<file path="src/rtl/core/rpi_pkg.sv">
// Shared types, constants and helper functions of the road path integrator.
package rpi_pkg;

  localparam int ANGLE_BITS  = 16;
  localparam int COORD_BITS  = 40;
  localparam int TRIG_W      = 18;  // Q16 trig value, range [-1, 1]
  localparam int DELTA_W     = 24;  // step deltas and border offsets
  localparam int SUM_W       = ((COORD_BITS > DELTA_W) ? COORD_BITS : DELTA_W) + 1;
  localparam int PROD_W      = 2 * TRIG_W;
  localparam int CORDIC_ITER = 24;
  localparam int CDC_W       = 34;  // CORDIC x/y/z datapath width
  localparam int ITER_W      = 5;
  localparam logic signed [CDC_W-1:0] CORDIC_GAIN = CDC_W'(652032874);
  localparam logic [15:0] STEP_RESET = 16'd1024;

  typedef struct packed {
    logic               start_req;
    logic signed [15:0] roll_angle;
    logic signed [15:0] slope_angle;
    logic signed [15:0] heading_angle;
    logic        [15:0] road_width;
  } rpi_in_t;

  typedef struct packed {
    logic signed [COORD_BITS-1:0] center_x;
    logic signed [COORD_BITS-1:0] center_y;
    logic signed [COORD_BITS-1:0] center_z;
    logic signed [COORD_BITS-1:0] left_x;
    logic signed [COORD_BITS-1:0] left_y;
    logic signed [COORD_BITS-1:0] left_z;
    logic signed [COORD_BITS-1:0] right_x;
    logic signed [COORD_BITS-1:0] right_y;
    logic signed [COORD_BITS-1:0] right_z;
  } rpi_out_t;

  typedef enum logic [2:0] {
    S_IDLE,
    S_TGO,
    S_TWAIT,
    S_MUL,
    S_MPOST,
    S_ADD,
    S_OUT
  } rpi_state_e;

  // arctan(2^-i) in units of pi/2^31
  function automatic logic signed [CDC_W-1:0] atan_lut(input logic [ITER_W-1:0] idx);
    logic [31:0] v;
    begin
      case (idx)
        5'd0:  v = 32'h20000000;
        5'd1:  v = 32'h12E4051D;
        5'd2:  v = 32'h09FB385B;
        5'd3:  v = 32'h051111D4;
        5'd4:  v = 32'h028B0D43;
        5'd5:  v = 32'h0145D7E1;
        5'd6:  v = 32'h00A2F61E;
        5'd7:  v = 32'h00517C55;
        5'd8:  v = 32'h0028BE53;
        5'd9:  v = 32'h00145F2E;
        5'd10: v = 32'h000A2F98;
        5'd11: v = 32'h000517CC;
        5'd12: v = 32'h00028BE6;
        5'd13: v = 32'h000145F3;
        5'd14: v = 32'h0000A2F9;
        5'd15: v = 32'h0000517C;
        5'd16: v = 32'h000028BE;
        5'd17: v = 32'h0000145F;
        5'd18: v = 32'h00000A2F;
        5'd19: v = 32'h00000517;
        5'd20: v = 32'h0000028B;
        5'd21: v = 32'h00000145;
        5'd22: v = 32'h000000A2;
        5'd23: v = 32'h00000051;
        default: v = 32'h0;
      endcase
      atan_lut = CDC_W'(v);
    end
  endfunction

  // clamp a wide sum to the signed coordinate range
  function automatic logic signed [COORD_BITS-1:0] sat_coord(
      input logic signed [SUM_W-1:0] s);
    logic signed [SUM_W-1:0] hi;
    logic signed [SUM_W-1:0] lo;
    begin
      hi = (SUM_W'(1) <<< (COORD_BITS - 1)) - SUM_W'(1);
      lo = -hi - SUM_W'(1);
      if (s > hi) begin
        sat_coord = hi[COORD_BITS-1:0];
      end else if (s < lo) begin
        sat_coord = lo[COORD_BITS-1:0];
      end else begin
        sat_coord = s[COORD_BITS-1:0];
      end
    end
  endfunction

endpackage

</file>
<file path="src/rtl/core/rpi_cordic.sv">
// Iterative rotation CORDIC: one micro-rotation per cycle, Q16 sine and cosine out.
module rpi_cordic
  import rpi_pkg::*;
(
  input  logic                     clk_i,
  input  logic                     rst_ni,
  input  logic                     start_i,
  input  logic signed [15:0]       angle_i,
  output logic                     done_o,
  output logic signed [TRIG_W-1:0] sin_o,
  output logic signed [TRIG_W-1:0] cos_o
);

  logic                    busy_q, busy_d;
  logic                    done_q, done_d;
  logic [ITER_W-1:0]       iter_q, iter_d;
  logic signed [CDC_W-1:0] x_q, x_d, y_q, y_d, z_q, z_d;
  logic [1:0]              quad_q, quad_d;

  logic [31:0]             phase, phase_r, resid;
  logic [1:0]              quad_in;
  logic signed [CDC_W-1:0] dx, dy, xr, yr;
  logic signed [TRIG_W-1:0] c_cl, s_cl;

  // quadrant reduction of the binary angle
  always_comb begin
    phase   = 32'(signed'(angle_i)) << (32 - ANGLE_BITS);
    phase_r = phase + 32'h2000_0000;
    quad_in = phase_r[31:30];
    resid   = phase - {quad_in, 30'd0};
  end

  // load on start, else one micro-rotation while busy
  always_comb begin
    busy_d = busy_q;
    done_d = 1'b0;
    iter_d = iter_q;
    x_d    = x_q;
    y_d    = y_q;
    z_d    = z_q;
    quad_d = quad_q;
    dx     = y_q >>> iter_q;
    dy     = x_q >>> iter_q;
    if (start_i) begin
      busy_d = 1'b1;
      iter_d = '0;
      x_d    = CORDIC_GAIN;
      y_d    = '0;
      z_d    = CDC_W'(signed'(resid));
      quad_d = quad_in;
    end else if (busy_q) begin
      if (z_q >= 0) begin
        x_d = x_q - dx;
        y_d = y_q + dy;
        z_d = z_q - atan_lut(iter_q);
      end else begin
        x_d = x_q + dx;
        y_d = y_q - dy;
        z_d = z_q + atan_lut(iter_q);
      end
      iter_d = iter_q + ITER_W'(1);
      if (iter_q == ITER_W'(CORDIC_ITER - 1)) begin
        busy_d = 1'b0;
        done_d = 1'b1;
      end
    end
  end

  always_ff @(posedge clk_i or negedge rst_ni) begin
    if (!rst_ni) begin
      busy_q <= 1'b0;
      done_q <= 1'b0;
      iter_q <= '0;
    end else begin
      busy_q <= busy_d;
      done_q <= done_d;
      iter_q <= iter_d;
    end
  end

  always_ff @(posedge clk_i) begin
    x_q    <= x_d;
    y_q    <= y_d;
    z_q    <= z_d;
    quad_q <= quad_d;
  end

  // round to Q16, clamp to unit range, map back to the quadrant
  always_comb begin
    xr = (x_q + CDC_W'(8192)) >>> 14;
    yr = (y_q + CDC_W'(8192)) >>> 14;
    if (xr > CDC_W'(65536)) begin
      c_cl = TRIG_W'(65536);
    end else if (xr < -CDC_W'(65536)) begin
      c_cl = -TRIG_W'(65536);
    end else begin
      c_cl = xr[TRIG_W-1:0];
    end
    if (yr > CDC_W'(65536)) begin
      s_cl = TRIG_W'(65536);
    end else if (yr < -CDC_W'(65536)) begin
      s_cl = -TRIG_W'(65536);
    end else begin
      s_cl = yr[TRIG_W-1:0];
    end
    case (quad_q)
      2'd0: begin cos_o = c_cl;  sin_o = s_cl;  end
      2'd1: begin cos_o = -s_cl; sin_o = c_cl;  end
      2'd2: begin cos_o = -c_cl; sin_o = -s_cl; end
      default: begin cos_o = s_cl; sin_o = -c_cl; end
    endcase
  end

  assign done_o = done_q;

endmodule

</file>
<file path="src/rtl/core/road_path_integrator_core.sv">
// Road path integrator: 3D dead reckoning of a road center line with borders.
// One word in gives one word out. A segment word runs three sine-cosine
// evaluations on one iterative CORDIC (each a start, then 24 micro-rotations
// and the done strobe), ten products on one shared 18x18 multiplier (a
// multiply step and a rounding step each) and nine saturating adds on one
// adder. A start word skips the trig and products and goes straight to the
// adds.
// The input is not ready while a word is in work or its result waits to be taken.
// The step length register may be written at any cycle while the block is idle.
module road_path_integrator_core
  import rpi_pkg::*;
(
  input  logic        clk_i,
  input  logic        rst_ni,
  input  logic        in_valid_i,
  output logic        in_ready_o,
  input  rpi_in_t     in_data_i,
  output logic        out_valid_o,
  input  logic        out_ready_i,
  output rpi_out_t    out_data_o,
  input  logic        cfg_valid_i,
  output logic        cfg_ready_o,
  input  logic [15:0] cfg_data_i
);

  rpi_state_e state_q, state_d;

  logic [15:0] step_q;
  rpi_in_t     in_q;
  logic [1:0]  tcnt_q;
  logic [3:0]  mcnt_q;
  logic [3:0]  acnt_q;

  logic signed [TRIG_W-1:0]     sa_q, ca_q, sb_q, cb_q, st_q, ct_q;
  logic signed [TRIG_W-1:0]     pa_q, pb_q, pc_q, pd_q;
  logic signed [DELTA_W-1:0]    dx_q, dy_q, dz_q, ox_q, oy_q, oz_q;
  logic signed [COORD_BITS-1:0] px_q, py_q, pz_q;
  logic signed [COORD_BITS-1:0] lx_q, ly_q, lz_q, rx_q, ry_q, rz_q;
  logic signed [PROD_W-1:0]     prod_q;

  logic                     cdc_start, cdc_done;
  logic signed [15:0]       cdc_angle;
  logic signed [TRIG_W-1:0] cdc_sin, cdc_cos;

  logic signed [TRIG_W-1:0]  mul_a, mul_b, len_s, wid_s;
  logic signed [PROD_W-1:0]  rnd16, rnd10, rnd11;
  logic signed [SUM_W-1:0]   add_a, add_b;
  logic signed [COORD_BITS-1:0] add_res;
  logic signed [DELTA_W-1:0] add_sel;

  assign cfg_ready_o = 1'b1;

  rpi_cordic u_cordic (
    .clk_i   (clk_i),
    .rst_ni  (rst_ni),
    .start_i (cdc_start),
    .angle_i (cdc_angle),
    .done_o  (cdc_done),
    .sin_o   (cdc_sin),
    .cos_o   (cdc_cos)
  );

  // angle order: roll, slope, heading
  always_comb begin
    case (tcnt_q)
      2'd0:    cdc_angle = in_q.roll_angle;
      2'd1:    cdc_angle = in_q.slope_angle;
      default: cdc_angle = in_q.heading_angle;
    endcase
  end

  // next state
  always_comb begin
    state_d = state_q;
    unique case (state_q)
      S_IDLE:  if (in_valid_i) state_d = in_data_i.start_req ? S_ADD : S_TGO;
      S_TGO:   state_d = S_TWAIT;
      S_TWAIT: if (cdc_done) state_d = (tcnt_q == 2'd2) ? S_MUL : S_TGO;
      S_MUL:   state_d = S_MPOST;
      S_MPOST: if (mcnt_q == 4'd9) state_d = S_ADD; else state_d = S_MUL;
      S_ADD:   if (acnt_q == 4'd8) state_d = S_OUT;
      S_OUT:   if (out_ready_i) state_d = S_IDLE;
      default: state_d = S_IDLE;
    endcase
  end

  // handshake and unit control
  always_comb begin
    in_ready_o  = 1'b0;
    out_valid_o = 1'b0;
    cdc_start   = 1'b0;
    unique case (state_q)
      S_IDLE:  in_ready_o  = 1'b1;
      S_TGO:   cdc_start   = 1'b1;
      S_OUT:   out_valid_o = 1'b1;
      default: ;
    endcase
  end

  // shared multiplier operand select
  always_comb begin
    len_s = TRIG_W'({2'b00, step_q});
    wid_s = TRIG_W'({2'b00, in_q.road_width});
    case (mcnt_q)
      4'd0:    begin mul_a = st_q;  mul_b = cb_q; end
      4'd1:    begin mul_a = ct_q;  mul_b = cb_q; end
      4'd2:    begin mul_a = ct_q;  mul_b = ca_q; end
      4'd3:    begin mul_a = st_q;  mul_b = ca_q; end
      4'd4:    begin mul_a = len_s; mul_b = pa_q; end
      4'd5:    begin mul_a = len_s; mul_b = sb_q; end
      4'd6:    begin mul_a = len_s; mul_b = pb_q; end
      4'd7:    begin mul_a = wid_s; mul_b = pc_q; end
      4'd8:    begin mul_a = wid_s; mul_b = sa_q; end
      default: begin mul_a = wid_s; mul_b = pd_q; end
    endcase
    rnd16 = (prod_q + PROD_W'(32768)) >>> 16;
    rnd10 = (prod_q + PROD_W'(512)) >>> 10;
    rnd11 = (prod_q + PROD_W'(1024)) >>> 11;
  end

  // shared saturating adder operand select
  always_comb begin
    case (acnt_q)
      4'd0, 4'd3, 4'd6: add_a = SUM_W'(px_q);
      4'd1, 4'd4, 4'd7: add_a = SUM_W'(py_q);
      default:          add_a = SUM_W'(pz_q);
    endcase
    case (acnt_q)
      4'd0:           add_sel = dx_q;
      4'd1:           add_sel = dy_q;
      4'd2:           add_sel = dz_q;
      4'd3, 4'd6:     add_sel = ox_q;
      4'd4, 4'd7:     add_sel = oy_q;
      default:        add_sel = oz_q;
    endcase
    add_b = (acnt_q >= 4'd6) ? -SUM_W'(add_sel) : SUM_W'(add_sel);
    add_res = sat_coord(add_a + add_b);
  end

  // control registers
  always_ff @(posedge clk_i or negedge rst_ni) begin
    if (!rst_ni) begin
      state_q <= S_IDLE;
      step_q  <= STEP_RESET;
      tcnt_q  <= '0;
      mcnt_q  <= '0;
      acnt_q  <= '0;
      px_q    <= '0;
      py_q    <= '0;
      pz_q    <= '0;
    end else begin
      state_q <= state_d;
      if (cfg_valid_i) step_q <= cfg_data_i;
      if (state_q == S_IDLE) begin
        tcnt_q <= '0;
        mcnt_q <= '0;
        acnt_q <= '0;
        if (in_valid_i && in_data_i.start_req) begin
          px_q <= '0;
          py_q <= '0;
          pz_q <= '0;
        end
      end
      if (state_q == S_TWAIT && cdc_done) tcnt_q <= tcnt_q + 2'd1;
      if (state_q == S_MPOST) mcnt_q <= mcnt_q + 4'd1;
      if (state_q == S_ADD) begin
        acnt_q <= acnt_q + 4'd1;
        case (acnt_q)
          4'd0:    px_q <= add_res;
          4'd1:    py_q <= add_res;
          4'd2:    pz_q <= add_res;
          default: ;
        endcase
      end
    end
  end

  // datapath registers
  always_ff @(posedge clk_i) begin
    if (state_q == S_IDLE && in_valid_i) begin
      in_q <= in_data_i;
      dx_q <= '0;
      dy_q <= '0;
      dz_q <= '0;
      ox_q <= DELTA_W'({in_data_i.road_width, 5'd0});
      oy_q <= '0;
      oz_q <= '0;
    end
    if (state_q == S_TWAIT && cdc_done) begin
      case (tcnt_q)
        2'd0:    begin sa_q <= cdc_sin; ca_q <= cdc_cos; end
        2'd1:    begin sb_q <= cdc_sin; cb_q <= cdc_cos; end
        default: begin st_q <= cdc_sin; ct_q <= cdc_cos; end
      endcase
    end
    if (state_q == S_MUL) prod_q <= mul_a * mul_b;
    if (state_q == S_MPOST) begin
      case (mcnt_q)
        4'd0:    pa_q <= rnd16[TRIG_W-1:0];
        4'd1:    pb_q <= rnd16[TRIG_W-1:0];
        4'd2:    pc_q <= rnd16[TRIG_W-1:0];
        4'd3:    pd_q <= rnd16[TRIG_W-1:0];
        4'd4:    dx_q <= rnd10[DELTA_W-1:0];
        4'd5:    dy_q <= rnd10[DELTA_W-1:0];
        4'd6:    dz_q <= rnd10[DELTA_W-1:0];
        4'd7:    ox_q <= rnd11[DELTA_W-1:0];
        4'd8:    oy_q <= -rnd11[DELTA_W-1:0];
        default: oz_q <= -rnd11[DELTA_W-1:0];
      endcase
    end
    if (state_q == S_ADD) begin
      case (acnt_q)
        4'd3:    lx_q <= add_res;
        4'd4:    ly_q <= add_res;
        4'd5:    lz_q <= add_res;
        4'd6:    rx_q <= add_res;
        4'd7:    ry_q <= add_res;
        4'd8:    rz_q <= add_res;
        default: ;
      endcase
    end
  end

  // result word
  always_comb begin
    out_data_o.center_x = px_q;
    out_data_o.center_y = py_q;
    out_data_o.center_z = pz_q;
    out_data_o.left_x   = lx_q;
    out_data_o.left_y   = ly_q;
    out_data_o.left_z   = lz_q;
    out_data_o.right_x  = rx_q;
    out_data_o.right_y  = ry_q;
    out_data_o.right_z  = rz_q;
  end

endmodule
</file>
<file path="config.mk">
export PLATFORM = sky130hd
export DESIGN_NAME = road_path_integrator_core
export DESIGN_NICKNAME = d
export VERILOG_FILES = /design/src/rtl/core/rpi_pkg.sv /design/src/rtl/core/rpi_cordic.sv /design/src/rtl/core/road_path_integrator_core.sv
export SDC_FILE = /design/constraint.sdc
export NUM_CORES = 2
export LEC_CHECK = 0
export ABC_AREA = 1
export BUFFER_PORTS_ARGS = -buffer_cell sky130_fd_sc_hd__buf_2
export CAP_MARGIN = 0
export CORE_MARGIN = 4
export CORE_UTILIZATION = 50
export CTS_CLUSTER_DIAMETER = 200
export CTS_CLUSTER_SIZE = 25
export DETAILED_ROUTE_END_ITERATION = 7
export MAX_ROUTING_LAYER = met4
export PLACE_DENSITY = 0.75
export RECOVER_POWER = 50
export SETUP_SLACK_MARGIN = 0.4
export SLEW_MARGIN = 10
export SYNTH_ARGS = -nofsm -noshare
export SYNTH_HDL_FRONTEND = slang
export SYNTH_SLANG_ARGS = --single-unit
</file>
<file path="constraint.sdc">
create_clock -name clk_i -period 14.69 [get_ports clk_i]
set_input_delay 2.938 -clock clk_i [delete_from_list [all_inputs] [get_ports clk_i]]
set_output_delay 2.938 -clock clk_i [all_outputs]
set_load 0.05 [all_outputs]
</file>
==> results.toml <==
[worst_setup_path]
rr_worst_depth = 26
path_class = "reg -> reg"
crit_fanout = 35
slowest_delay_ps = 680
r2r-start = "mcnt_q[0]$_DFFE_PN0P_"
cp_slowest_cell = "nand2_1"
critPathLaunchType = "register"
reg2reg_setup_slack_ps = 5190
critPathArrivalTime_ps = 9930
endpoint_kind = "register"
crit_top_cell = "fa_1"
reg2reg_to = "prod_q[27]$_DFFE_PN_"
required_ps = 15130

[floorplan]
rows = 133
die_height_um = 372
io_pins = 449
fp.coreArea_um2 = 131000
die_x_um = 372
start_util_pct = 50.4
dieArea_um2 = 138000

[cells_and_area]
layoutNonFillerInstCount = 10490
fin_area_um2 = 71000
syn2layout_area_growth_pct = 7.23
largest_register_ffs = 64
regMostFlops = "in_q"
final_common_cell = "nand2_1"
layout.nets = 9368
fillers = 12718
final_cell_mix = "nand2_1, inv_1, nand3_1, nor2_1, edfxtp_1"
fin_util_pct = 54.0
layout-drive-gt1-share_pct = 5.86

[clocking]
cts_buffers = 42
htreeDepth = 2
cts_setup_buffers = 0
clock_latency_ps = 690
cts_tree = "done"
root_buffer = "clkbuf_16"
cts_resized = 0
ctsHoldBuffers = 0
clk_pin_slew_ps = 110
cts_sinks = 914
clock_path_buffers = 3

[logic_synthesis]
synthesis.nets = 9102
synth-compound-area-share_pct = 10.5
ys_seq_area_share_pct = 37.1
yosysUniqueCellTypes = 68
syn_area_um2 = 66200
yosys.area_share.simple_pct = 25.8
synth-edff-count = 546
synth.ff_latch_count = 914
synth_top_family_by_area = "simple AND/OR/NAND/NOR gates"
syn_inst = 8434
synthFlopType = "edfxtp_1"
async_flop_share_pct = 17.1
synthXorXnorAreaFrac_pct = 3.82
ys_warn_count = 0
synth.area.mux_share_pct = 0.232
synthAdderAreaFrac_pct = 14.7
postSynthAreaPerCell_um2 = 7.85

[placement]
post-dp-hpwl_mm = 192
dpl_cell_area_um2 = 70100
portBuffers = 447
post-place-ws_ps = 5310
gp_congestion = 0.999
place_inst = 10411

[grt]
grt_pass1_vias = 57855
grt_max_degree = 92
track_usage_pct = 35.5
grt_overflow_total = 0
antenna_found_initial = 5
grt_pass1_wl_mm = 361

[min_path]
min_to = "oz_q[23]$_DFF_P_"
hold_path_depth = 2
min-delay-start = "oz_q[23]$_DFF_P_"
hp-class = "reg -> reg"

[detailed_routing]
first_iter_violations = 7079
viasPerCell = 5.83
drc = 0
vias = 61111
wl_per_cell_um = 23.3
routed_wl_mm = 244
drtAntennaViolNets = 0
drt_pre_antenna_iters = 7

[power]
power.total_mw = 4.16
powerDensity_nw_per_um2 = 58.6
peakVddDrop_v = 0.000115
leakagePower_nw = 31.9

[timing]
finalSetupViolations = 0
timing.final.ws_setup_ps = 5190
relSlewSlack_pct = -149
holdWs_ps = 480
skew_ps = 40.3
tightest_slew_ps = 3730
clock.fmax_mhz = 105
rsz0062_at_grt = "false"
slew_viol_final = 876
setup-tns-final_ps = 0
post-route-period-util_pct = 64.6
fin_crit_ps = 9500
hold_viol = 0

[outcome]
status = "finished, violations left"
violations = "max-capacitance violations, max-slew violations"

[flow_run]
drv_cap = 20
==> layer usage <==
layer | share of wire [%] | wire length, um | GRT usage (%) | vias up
met1 | 39 | 94600 | 44.0 | 29358
met4 | 6.5 | 15800 | 18.3 | 0
met5 | 0 | 0 | - | -
li1 | - | - | - | 28162
met3 | 7.8 | 19000 | 3.46 | 574
met2 | 47 | 115000 | 58.0 | 3017
==> cell type report <==
class	count	area (um2)	share of cell area (%)
multi-input cells	6172	36500	51.4
diodes	3	7.51	0.0106
inverters	1033	3880	5.47
flip-flops and latches	914	24500	34.6
repair buffers	537	2590	3.65
clock inverters	4	86.3	0.122
well taps	1755	2200	3.09
clock buffers	72	1160	1.64
==> worst max-delay path by stage <==
| stage | startpoint | to | slack (ps) | depth (start not counted) |
|---|---|---|---|---|
| 2_1_floorplan | mcnt_q[0]$_DFFE_PN0P_ | prod_q[33]$_DFFE_PN_ | 7220 | 34 |
| 3_3_place_gp | mcnt_q[0]$_DFFE_PN0P_ | prod_q[29]$_DFFE_PN_ | 5410 | 31 |
| 3_5_place_dp | mcnt_q[0]$_DFFE_PN0P_ | prod_q[29]$_DFFE_PN_ | 5310 | 31 |
| 4_1_cts | mcnt_q[0]$_DFFE_PN0P_ | prod_q[29]$_DFFE_PN_ | 5290 | 31 |
| 5_1_grt | mcnt_q[0]$_DFFE_PN0P_ | prod_q[29]$_DFFE_PN_ | 4490 | 31 |
| 6_report | mcnt_q[0]$_DFFE_PN0P_ | prod_q[27]$_DFFE_PN_ | 5190 | 26 |
==> cell families (layout without fill, tap and decap cells) <==
logic type | count (synthesis) | count (layout)
flops | 914 | 914
fa+ha+maj | 582 | 582
mux | 14 | 14
other cells | 1 | 4
compound gates | 1209 | 1209
xor+xnor | 289 | 289
simple gates | 4077 | 4077
buf+inv | 1348 | 1646
==> critical path: cells and delay by family, from the launching register on <==
| family | cells | cell delay, ps |
|---|---|---|
| fa+ha+maj | 8 | 3700 |
| simple gates | 9 | 3310 |
| buf+inv | 6 | 1360 |
| flops | 1 | 400 |
| compound gates | 2 | 340 |
| xor+xnor | 1 | 130 |
==> cells in the mapped netlist, types with 6 or more instances <==
cell type | number | area (um2)
o21ai_0 | 537 | 2690
clkbuf_1 | 220 | 826
a21o_1 | 24 | 180
a221oi_1 | 25 | 219
o22ai_1 | 16 | 100
nand3_1 | 781 | 3910
fa_1 | 326 | 6530
o31ai_1 | 15 | 113
nand4_1 | 88 | 551
o221ai_1 | 25 | 219
a31oi_1 | 51 | 319
buf_6 | 9 | 101
a22oi_1 | 31 | 233
dfrtp_1 | 155 | 3880
nor4_1 | 14 | 87.6
buf_4 | 6 | 45.0
a22o_1 | 17 | 149
buf_1 | 39 | 146
o21ai_1 | 11 | 55.1
xnor2_1 | 82 | 718
dfxtp_1 | 212 | 4240
nor2_2 | 15 | 93.8
nand2_4 | 12 | 135
clkinv_1 | 17 | 63.8
nor3_1 | 68 | 340
o21a_1 | 24 | 180
o211ai_1 | 74 | 556
mux2_2 | 11 | 124
nand2_2 | 36 | 225
buf_2 | 39 | 195
a211oi_1 | 7 | 52.6
nor2_1 | 695 | 2610
nand2_1 | 2305 | 8650
xor2_1 | 207 | 1810
a21oi_1 | 308 | 1540
ha_1 | 256 | 3200
edfxtp_1 | 546 | 16400
nand3b_1 | 10 | 75.1
inv_1 | 1001 | 3760
or2_2 | 29 | 181
inv_2 | 15 | 56.3
o21bai_1 | 20 | 150
a21boi_0 | 7 | 52.6
==> power by group <==
part,internal [mW],switching [mW]
Clock,0.559,0.862
Combinational,0.0106,0.0274
Sequential,2.70,0.00430
Total,3.27,0.894
Note: power is estimated with default switching activity, not from simulation.
